===== config.mk =====
export PLATFORM = sky130hd
export DESIGN_NAME = aes128_round
export DESIGN_NICKNAME = d
export VERILOG_FILES = /design/src/rtl/aes128_pkg.sv /design/src/rtl/aes128_round.sv
export SDC_FILE = /design/constraint.sdc
export NUM_CORES = 2
export LEC_CHECK = 0
export ABC_AREA = 0
export BUFFER_PORTS_ARGS = -buffer_cell sky130_fd_sc_hd__buf_2
export CORE_MARGIN = 2
export CORE_UTILIZATION = 45
export DETAILED_ROUTE_END_ITERATION = 7
export SETUP_SLACK_MARGIN = 0.4
export SLEW_MARGIN = 20
export SYNTH_ARGS = -nofsm -noshare
export SYNTH_HDL_FRONTEND = slang
export SYNTH_SLANG_ARGS = --single-unit

===== constraint.sdc =====
create_clock -name clk_i -period 2.2 [get_ports clk_i]
set_clock_uncertainty 0.05 [all_clocks]
set_input_delay 0.11 -clock clk_i [delete_from_list [all_inputs] [get_ports clk_i]]
set_output_delay 0.11 -clock clk_i [all_outputs]
set_load 0.02 [all_outputs]

===== src/rtl/aes128_pkg.sv =====
`timescale 1ns / 1ps
`default_nettype none
// ----------------------------------------------------------------------------
// AES-128 package
// Shared payload types, register indexes and the round functions of the
// AES-128 block encryption engine.
// ----------------------------------------------------------------------------
package aes128_pkg;

  localparam int unsigned Rounds = 10;

  // Register indexes on the configuration port.
  localparam logic RegKeyHigh = 1'b0;
  localparam logic RegKeyLow  = 1'b1;

  typedef struct packed {
    logic [63:0] plain_high;
    logic [63:0] plain_low;
  } in_item_t;

  typedef struct packed {
    logic [63:0] cipher_high;
    logic [63:0] cipher_low;
  } out_item_t;

  // The S-box as a constant table.
  localparam logic [7:0] SBOX [256] = '{
    8'h63, 8'h7C, 8'h77, 8'h7B, 8'hF2, 8'h6B, 8'h6F, 8'hC5,
    8'h30, 8'h01, 8'h67, 8'h2B, 8'hFE, 8'hD7, 8'hAB, 8'h76,
    8'hCA, 8'h82, 8'hC9, 8'h7D, 8'hFA, 8'h59, 8'h47, 8'hF0,
    8'hAD, 8'hD4, 8'hA2, 8'hAF, 8'h9C, 8'hA4, 8'h72, 8'hC0,
    8'hB7, 8'hFD, 8'h93, 8'h26, 8'h36, 8'h3F, 8'hF7, 8'hCC,
    8'h34, 8'hA5, 8'hE5, 8'hF1, 8'h71, 8'hD8, 8'h31, 8'h15,
    8'h04, 8'hC7, 8'h23, 8'hC3, 8'h18, 8'h96, 8'h05, 8'h9A,
    8'h07, 8'h12, 8'h80, 8'hE2, 8'hEB, 8'h27, 8'hB2, 8'h75,
    8'h09, 8'h83, 8'h2C, 8'h1A, 8'h1B, 8'h6E, 8'h5A, 8'hA0,
    8'h52, 8'h3B, 8'hD6, 8'hB3, 8'h29, 8'hE3, 8'h2F, 8'h84,
    8'h53, 8'hD1, 8'h00, 8'hED, 8'h20, 8'hFC, 8'hB1, 8'h5B,
    8'h6A, 8'hCB, 8'hBE, 8'h39, 8'h4A, 8'h4C, 8'h58, 8'hCF,
    8'hD0, 8'hEF, 8'hAA, 8'hFB, 8'h43, 8'h4D, 8'h33, 8'h85,
    8'h45, 8'hF9, 8'h02, 8'h7F, 8'h50, 8'h3C, 8'h9F, 8'hA8,
    8'h51, 8'hA3, 8'h40, 8'h8F, 8'h92, 8'h9D, 8'h38, 8'hF5,
    8'hBC, 8'hB6, 8'hDA, 8'h21, 8'h10, 8'hFF, 8'hF3, 8'hD2,
    8'hCD, 8'h0C, 8'h13, 8'hEC, 8'h5F, 8'h97, 8'h44, 8'h17,
    8'hC4, 8'hA7, 8'h7E, 8'h3D, 8'h64, 8'h5D, 8'h19, 8'h73,
    8'h60, 8'h81, 8'h4F, 8'hDC, 8'h22, 8'h2A, 8'h90, 8'h88,
    8'h46, 8'hEE, 8'hB8, 8'h14, 8'hDE, 8'h5E, 8'h0B, 8'hDB,
    8'hE0, 8'h32, 8'h3A, 8'h0A, 8'h49, 8'h06, 8'h24, 8'h5C,
    8'hC2, 8'hD3, 8'hAC, 8'h62, 8'h91, 8'h95, 8'hE4, 8'h79,
    8'hE7, 8'hC8, 8'h37, 8'h6D, 8'h8D, 8'hD5, 8'h4E, 8'hA9,
    8'h6C, 8'h56, 8'hF4, 8'hEA, 8'h65, 8'h7A, 8'hAE, 8'h08,
    8'hBA, 8'h78, 8'h25, 8'h2E, 8'h1C, 8'hA6, 8'hB4, 8'hC6,
    8'hE8, 8'hDD, 8'h74, 8'h1F, 8'h4B, 8'hBD, 8'h8B, 8'h8A,
    8'h70, 8'h3E, 8'hB5, 8'h66, 8'h48, 8'h03, 8'hF6, 8'h0E,
    8'h61, 8'h35, 8'h57, 8'hB9, 8'h86, 8'hC1, 8'h1D, 8'h9E,
    8'hE1, 8'hF8, 8'h98, 8'h11, 8'h69, 8'hD9, 8'h8E, 8'h94,
    8'h9B, 8'h1E, 8'h87, 8'hE9, 8'hCE, 8'h55, 8'h28, 8'hDF,
    8'h8C, 8'hA1, 8'h89, 8'h0D, 8'hBF, 8'hE6, 8'h42, 8'h68,
    8'h41, 8'h99, 8'h2D, 8'h0F, 8'hB0, 8'h54, 8'hBB, 8'h16
  };

  // Round constants for rounds 1 to 10 (index 0 is round 1).
  localparam logic [7:0] RCON [10] = '{
    8'h01, 8'h02, 8'h04, 8'h08, 8'h10, 8'h20, 8'h40, 8'h80, 8'h1B, 8'h36
  };

  function automatic logic [7:0] xtime(input logic [7:0] v);
    xtime = {v[6:0], 1'b0} ^ (v[7] ? 8'h1B : 8'h00);
  endfunction

  function automatic logic [31:0] sub_word(input logic [31:0] w);
    sub_word = {SBOX[w[31:24]], SBOX[w[23:16]], SBOX[w[15:8]], SBOX[w[7:0]]};
  endfunction

  // Next round key from the previous one; byte 0 sits in the top bits.
  function automatic logic [127:0] next_key(input logic [127:0] k,
                                            input logic [7:0]   rc);
    logic [31:0] t, w0, w1, w2, w3;
    t  = sub_word({k[23:0], k[31:24]}) ^ {rc, 24'h0};
    w0 = k[127:96] ^ t;
    w1 = k[95:64] ^ w0;
    w2 = k[63:32] ^ w1;
    w3 = k[31:0] ^ w2;
    next_key = {w0, w1, w2, w3};
  endfunction

  // SubBytes, ShiftRows and, unless last, MixColumns. Byte i at [127-8i -: 8].
  function automatic logic [127:0] round_fn(input logic [127:0] s,
                                            input logic         last);
    logic [7:0] b [16];
    logic [7:0] t [16];
    logic [7:0] a0, a1, a2, a3, all;
    logic [127:0] r;
    for (int i = 0; i < 16; i++) begin
      b[i] = SBOX[s[127-8*i -: 8]];
    end
    for (int c = 0; c < 4; c++) begin
      for (int k = 0; k < 4; k++) begin
        t[4*c+k] = b[4*((c+k)%4)+k];
      end
    end
    if (!last) begin
      for (int c = 0; c < 4; c++) begin
        a0 = t[4*c]; a1 = t[4*c+1]; a2 = t[4*c+2]; a3 = t[4*c+3];
        all = a0 ^ a1 ^ a2 ^ a3;
        t[4*c]   = a0 ^ all ^ xtime(a0 ^ a1);
        t[4*c+1] = a1 ^ all ^ xtime(a1 ^ a2);
        t[4*c+2] = a2 ^ all ^ xtime(a2 ^ a3);
        t[4*c+3] = a3 ^ all ^ xtime(a3 ^ a0);
      end
    end
    for (int i = 0; i < 16; i++) begin
      r[127-8*i -: 8] = t[i];
    end
    round_fn = r;
  endfunction

endpackage
`default_nettype wire


===== src/rtl/aes128_round.sv =====
`timescale 1ns / 1ps
`default_nettype none
// ----------------------------------------------------------------------------
// AES-128 round stage
// One pipeline stage: a full cipher round on the state and the key schedule
// step that yields this round's key, carried along with the data.
// ----------------------------------------------------------------------------
module aes128_round (
  input  wire logic         clk_i,
  input  wire logic         rst_ni,
  input  wire logic         en_i,
  input  wire logic         valid_i,
  input  wire logic [127:0] state_i,
  input  wire logic [127:0] key_i,
  input  wire logic [7:0]   rcon_i,
  input  wire logic         last_i,
  output logic              valid_o,
  output logic [127:0]      state_o,
  output logic [127:0]      key_o
);

  logic         valid_q;
  logic [127:0] state_q, state_d, key_q, key_d;

  // Round key for this round and the round itself.
  always_comb begin
    key_d   = aes128_pkg::next_key(key_i, rcon_i);
    state_d = aes128_pkg::round_fn(state_i, last_i) ^ key_d;
  end

  // Control bit is reset; the payload only loads when the stage advances.
  always_ff @(posedge clk_i or negedge rst_ni) begin
    if (!rst_ni) begin
      valid_q <= 1'b0;
    end else if (en_i) begin
      valid_q <= valid_i;
    end
  end

  always_ff @(posedge clk_i) begin
    if (en_i) begin
      state_q <= state_d;
      key_q   <= key_d;
    end
  end

  assign valid_o = valid_q;
  assign state_o = state_q;
  assign key_o   = key_q;

endmodule
`default_nettype wire

==> reports/metrics.yaml, run 1 <==
floorplan:
  die_width_um: 432
  dieHeight_um: 432
  floorplan.initialDensity_pct: 45.2
  top_level_pins: 526
  num_rows: 157
placed_design:
  place_congestion: 1.23
  dpl.hpwl_um: 417000
  port_buffers: 525
yosys:
  net_count_synth: 12400
  synth_top_family_by_area: "compound AO/OA/AOI/OAI gates"
  synth-compound-area-share_pct: 36.0
  synth-async-reset-ratio_pct: 0.389
  syn_area_per_cell_um2: 6.97
  count_of_flip_flops_with_a_built_in_enable_after_synthesis: 256
  synthCells: 11800
  synthFlopType: "sky130_fd_sc_hd__edfxtp_1"
  ys_seq_area_share_pct: 9.34
  yosys-mux-area-fraction_pct: 9.20
  post_synth_fa_ha_maj_area_fraction_pct: 4.50
  yosys.area_share.xor_xnor_pct: 8.60
  synthesis.yosys.warnings: 0
  synth_simple_gate_area_share_pct: 23.5
  postSynthRegisterBits: 257
  yosys.cell_types.count: 122
  syn_area_mm2: 0.0826
clock_network:
  cts.sinks: 257
  cts.path.max_buffers: 3
  cts_max_level: 2
  cts_made_buffers: 39
  cts_root_buffer: "sky130_fd_sc_hd__clkbuf_16"
run_status:
  stop_stage: "global routing (5_1_grt)"
  status: "did not finish"
  error_message: "[ERROR GRT-0232] Routing congestion too high. Check the congestion heatmap in the GUI."
global_routing:
  grt_remaining_overflow: 7
  grt_start_max_net_pins: 86
  grt_usage_pct: 63.4
sta:
  worstEpCategory: "register input"
  worstEndpointGrtRepair: "state_o[47]$_DFFE_PP_/D"
[layer usage]
metal  overflow  global-route usage (%)
met5          0                    7.21
met4          2                    60.8
met3          1                    38.1
met2          4                    84.7
met1          0                    67.3
[cells by family after synthesis]
kind of cell             count (synthesis)
flip-flops                             257
buffers and inverters                 1682
XOR/XNOR                               766
adder cells (fa/ha/maj)                297
AO/OA/AOI/OAI                         4436
multiplexers                           445
AND/OR/NAND/NOR                       3964
[through the flow]
stage | worst slack (ps) | std cells | area [um^2]
floorplan | -1200 | 11800 | 87300
global placement | -2170 | 18000 | 123000
detailed placement | -2190 | 18000 | 123000
CTS | -794 | 18500 | 137000
[synthesized netlist by cell type (238+ instances only)]
library cell,number,share of area (%)
sky130_fd_sc_hd__mux4_2,246,6.7
sky130_fd_sc_hd__o21ai_0,1008,6.1
sky130_fd_sc_hd__a31oi_1,309,2.3
sky130_fd_sc_hd__nand3_1,406,2.5
sky130_fd_sc_hd__a211oi_1,260,2.4
sky130_fd_sc_hd__nor2_1,883,4.0
sky130_fd_sc_hd__xnor2_1,507,5.4
sky130_fd_sc_hd__nand2_1,969,4.4
sky130_fd_sc_hd__ha_1,297,4.5
sky130_fd_sc_hd__nor3_1,392,2.4
sky130_fd_sc_hd__a21oi_1,942,5.7
sky130_fd_sc_hd__nor2b_1,301,2.3
sky130_fd_sc_hd__o211ai_1,238,2.2
sky130_fd_sc_hd__edfxtp_1,256,9.3
sky130_fd_sc_hd__nand2b_1,401,3.0
sky130_fd_sc_hd__clkbuf_1,724,3.3
sky130_fd_sc_hd__buf_2,456,2.8
[what timing repair did]
| item | CTS |
|---|---|
| resized for setup | 1972 |
| pin swaps | 694 |
| endpoints found under the hold margin | 132 |
| hold buffers | 46 |
| endpoints found under the setup margin | 256 |
| setup buffers | 409 |
| cloned | 8 |
==> inputs of run 2 (changes only) <==
--- a/config.mk
+++ b/config.mk
@@ -8,9 +8,9 @@
 export ABC_AREA = 0
 export BUFFER_PORTS_ARGS = -buffer_cell sky130_fd_sc_hd__buf_2
 export CORE_MARGIN = 2
-export CORE_UTILIZATION = 45
+export CORE_UTILIZATION = 30
 export DETAILED_ROUTE_END_ITERATION = 7
-export SETUP_SLACK_MARGIN = 0.4
+export PLACE_DENSITY_LB_ADDON = 0.15
 export SLEW_MARGIN = 20
 export SYNTH_ARGS = -nofsm -noshare
 export SYNTH_HDL_FRONTEND = slang
==> reports/metrics.yaml, run 2 <==
run_status:
  status: "finished, violations left"
  violations: "negative setup slack"
yosys:
  yosys.cell_types.count: 122
  syn_area_mm2: 0.0826
  synthFlopType: "sky130_fd_sc_hd__edfxtp_1"
  synthesis.yosys.warnings: 0
  synth.top_cells.by_area: "sky130_fd_sc_hd__edfxtp_1, sky130_fd_sc_hd__mux4_2, sky130_fd_sc_hd__o21ai_0"
  ys_seq_area_share_pct: 9.34
  postSynthRegisterBits: 257
  synth_most_common_cell: "sky130_fd_sc_hd__o21ai_0"
  synthCells: 11800
  synth-async-reset-ratio_pct: 0.389
  synth.top_cell.area_share_pct: 9.31
  synth_common_cells: "sky130_fd_sc_hd__o21ai_0, sky130_fd_sc_hd__nand2_1, sky130_fd_sc_hd__a21oi_1"
  net_count_synth: 12400
  yosys.area.top_type: "sky130_fd_sc_hd__edfxtp_1"
  syn_area_per_cell_um2: 6.97
  count_of_flip_flops_with_a_built_in_enable_after_synthesis: 256
worst_setup_path:
  reg2reg_start: "valid_o"
  crit_path_max_delay_cell_type: "sky130_fd_sc_hd__mux4_2"
  data_required_time_at_the_worst_endpoint_ps: 2630
  crit_start: "state_i[56]"
  arrival_ps: 3490
  timing.critical_path.from_type: "primary input"
  critical_path.cell_chain: "buf_12 > inv_8 > ha_4 > nand2b_4 > nand2_2 > a221o_1 > mux4_2 > mux4_2 > buf_12 > xnor2_4 > buf_6 > xnor2_2 > o21ai_4 > buf_6 > xnor2_1"
  timing_worst_setup_path_type: "primary input to flop"
  max_stage_delay_ps: 610
  worst-path-max-fanout: 7
  end_kind: "flop"
detailed_routing:
  dr.first_iter.drc_count: 16300
  detailed_route_via_count: 124000
  remaining_drcs: 0
  routed_wirelength_um: 614000
  antenna_left: 0
  avgViaCountPerCell: 6.23
  detail_route.wl_per_cell_um: 30.8
  drtPass1Iterations: 8
floorplan:
  floorplan.initialDensity_pct: 30.2
  dieHeight_um: 529
  core_region_area_mm2: 0.274
  num_rows: 192
  top_level_pins: 526
  die_width_um: 529
  die_outline_area_mm2: 0.279
sta:
  finalCriticalPeriod_ps: 3070
  timing.hold.ws_ps: 20.1
  max_slew.worst_pin.slew_ps: 950
  final_critical_path_setup_slack_ps: -867
  final_max_slew_viol_count: 0
  finalSetupTns_ps: -130680
  grt_setup_unrepaired: "yes"
  worst_slew_margin_rel_pct: 36.5
  post_route_clock_period_utilization_pct: 139
  fmaxAchievable_mhz: 326
  timing.final.hold_violations: 0
  setup_viol_count_final: 240
worst_hold_path:
  holdCritStartpoint: "key_i[118]"
  hold_crit_path_type: "primary input to flop"
pwr:
  cellLeakagePower_nw: 60.6
  vdd.ir_drop.worst_mv: 0.698
  post-layout-total-power_mw: 76.0
  pwr_density_cell_mw_per_mm2: 525
placed_design:
  dpl.hpwl_um: 491000
  dp_worst_setup_slack_ps: -2630
  post_dp_cell_area_mm2: 0.126
  dpl.cell_count: 19400
  place_congestion: 1.08
  port_buffers: 525
clock_network:
  tritoncts: "built"
  worst_skew_pair.late_latency_ps: 730
  cts_root_buffer: "sky130_fd_sc_hd__clkbuf_16"
  cts_made_buffers: 44
  cts.sinks: 257
  cts_max_level: 2
  clock_pin_slew_on_the_worst_setup_and_hold_paths_ps: 60
  cts.path.max_buffers: 3
layout:
  layout_commonest_cell: "sky130_fd_sc_hd__buf_4"
  num-fill-cells: 26000
  area_growth_syn_to_layout_pct: 75.2
  final_cell_mix: "sky130_fd_sc_hd__buf_4, sky130_fd_sc_hd__nand2_1, sky130_fd_sc_hd__a21oi_1"
  finish.utilization_pct: 52.9
  layout-drive-gt1-share_pct: 49.0
  layout.nets: 16900
  finalNonFillerCells: 20000
  postLayoutCellArea_mm2: 0.145
global_routing:
  grt_start_max_net_pins: 87
  global_route_wire_length_before_repair_um: 870000
  grt_usage_pct: 41.8
  antenna_found_initial: 39
  grt_remaining_overflow: 0
  number_of_global_route_vias_before_repair: 121000
run:
  cap_violations: 0
run 2: where the power goes:
group / internal, mW / leakage, nW / switching (mW)
Combinational: 26.5 / 57.4 / 31.7
Clock: 4.65 / 0.739 / 3.45
Sequential: 7.88 / 2.52 / 1.79
Total: 39.0 / 60.6 / 36.9
run 2: layer usage:
layer,part of all wire [%],wire [um],global-route usage [%]
met5,0.025,155,0
met4,9.4,57500,31.1
met3,8.6,53100,6.66
met2,44,272000,66.2
met1,38,231000,51.0
run 2: worst paths after layout:
check / slack (ps) / endpoint / cells past startpoint
max: -870 / state_o[53] / 15
min in group asynchronous: 160 / valid_o / 3
min: 20 / key_o[118] / 5
max reg2reg: 1410 / valid_o / 1
min reg2reg: 460 / valid_o / 1
max in group asynchronous: 1840 / valid_o / 3
run 2: cells by family (layout without fill, tap and decap cells):
family / after synthesis / after routing / share of synthesized area, %
adder cells (fa/ha/maj): 297 / 297 / 4.50
AO/OA/AOI/OAI: 4436 / 4436 / 36.0
XOR/XNOR: 766 / 766 / 8.60
flip-flops: 257 / 257 / 9.34
multiplexers: 445 / 445 / 9.20
buffers and inverters: 1682 / 6185 / 8.78
AND/OR/NAND/NOR: 3964 / 3964 / 23.5
other: 0 / 21 / 0
run 2: worst max-delay path: cells and delay by family:
kind	cells	cell delay (ps)
AND/OR/NAND/NOR	2	210
buffers and inverters	5	650
AO/OA/AOI/OAI	2	760
XOR/XNOR	3	340
multiplexers	2	1090
adder cells (fa/ha/maj)	1	300
run 2: cell type report:
type,count,area (um^2),area share (%)
inverter,269,1400,0.965
tap,3589,4490,3.10
clock buffer,47,1110,0.769
antenna,21,52.6,0.0363
timing repair buffer,5838,49300,34.1
multi-input combinational,9908,80100,55.4
clock inverter,31,444,0.307
sequential,257,7710,5.33
run 2: timing repair:
item                                    4_1_cts  5_1_grt
resized for setup                          1761      751
buffers inserted                            338      125
cloned                                       12        3
endpoints found under the hold margin       127        1
endpoints found under the setup margin      254      243
pin swaps                                   530      471
hold buffers                                 66        2
Power figures use the tool's default switching activity.
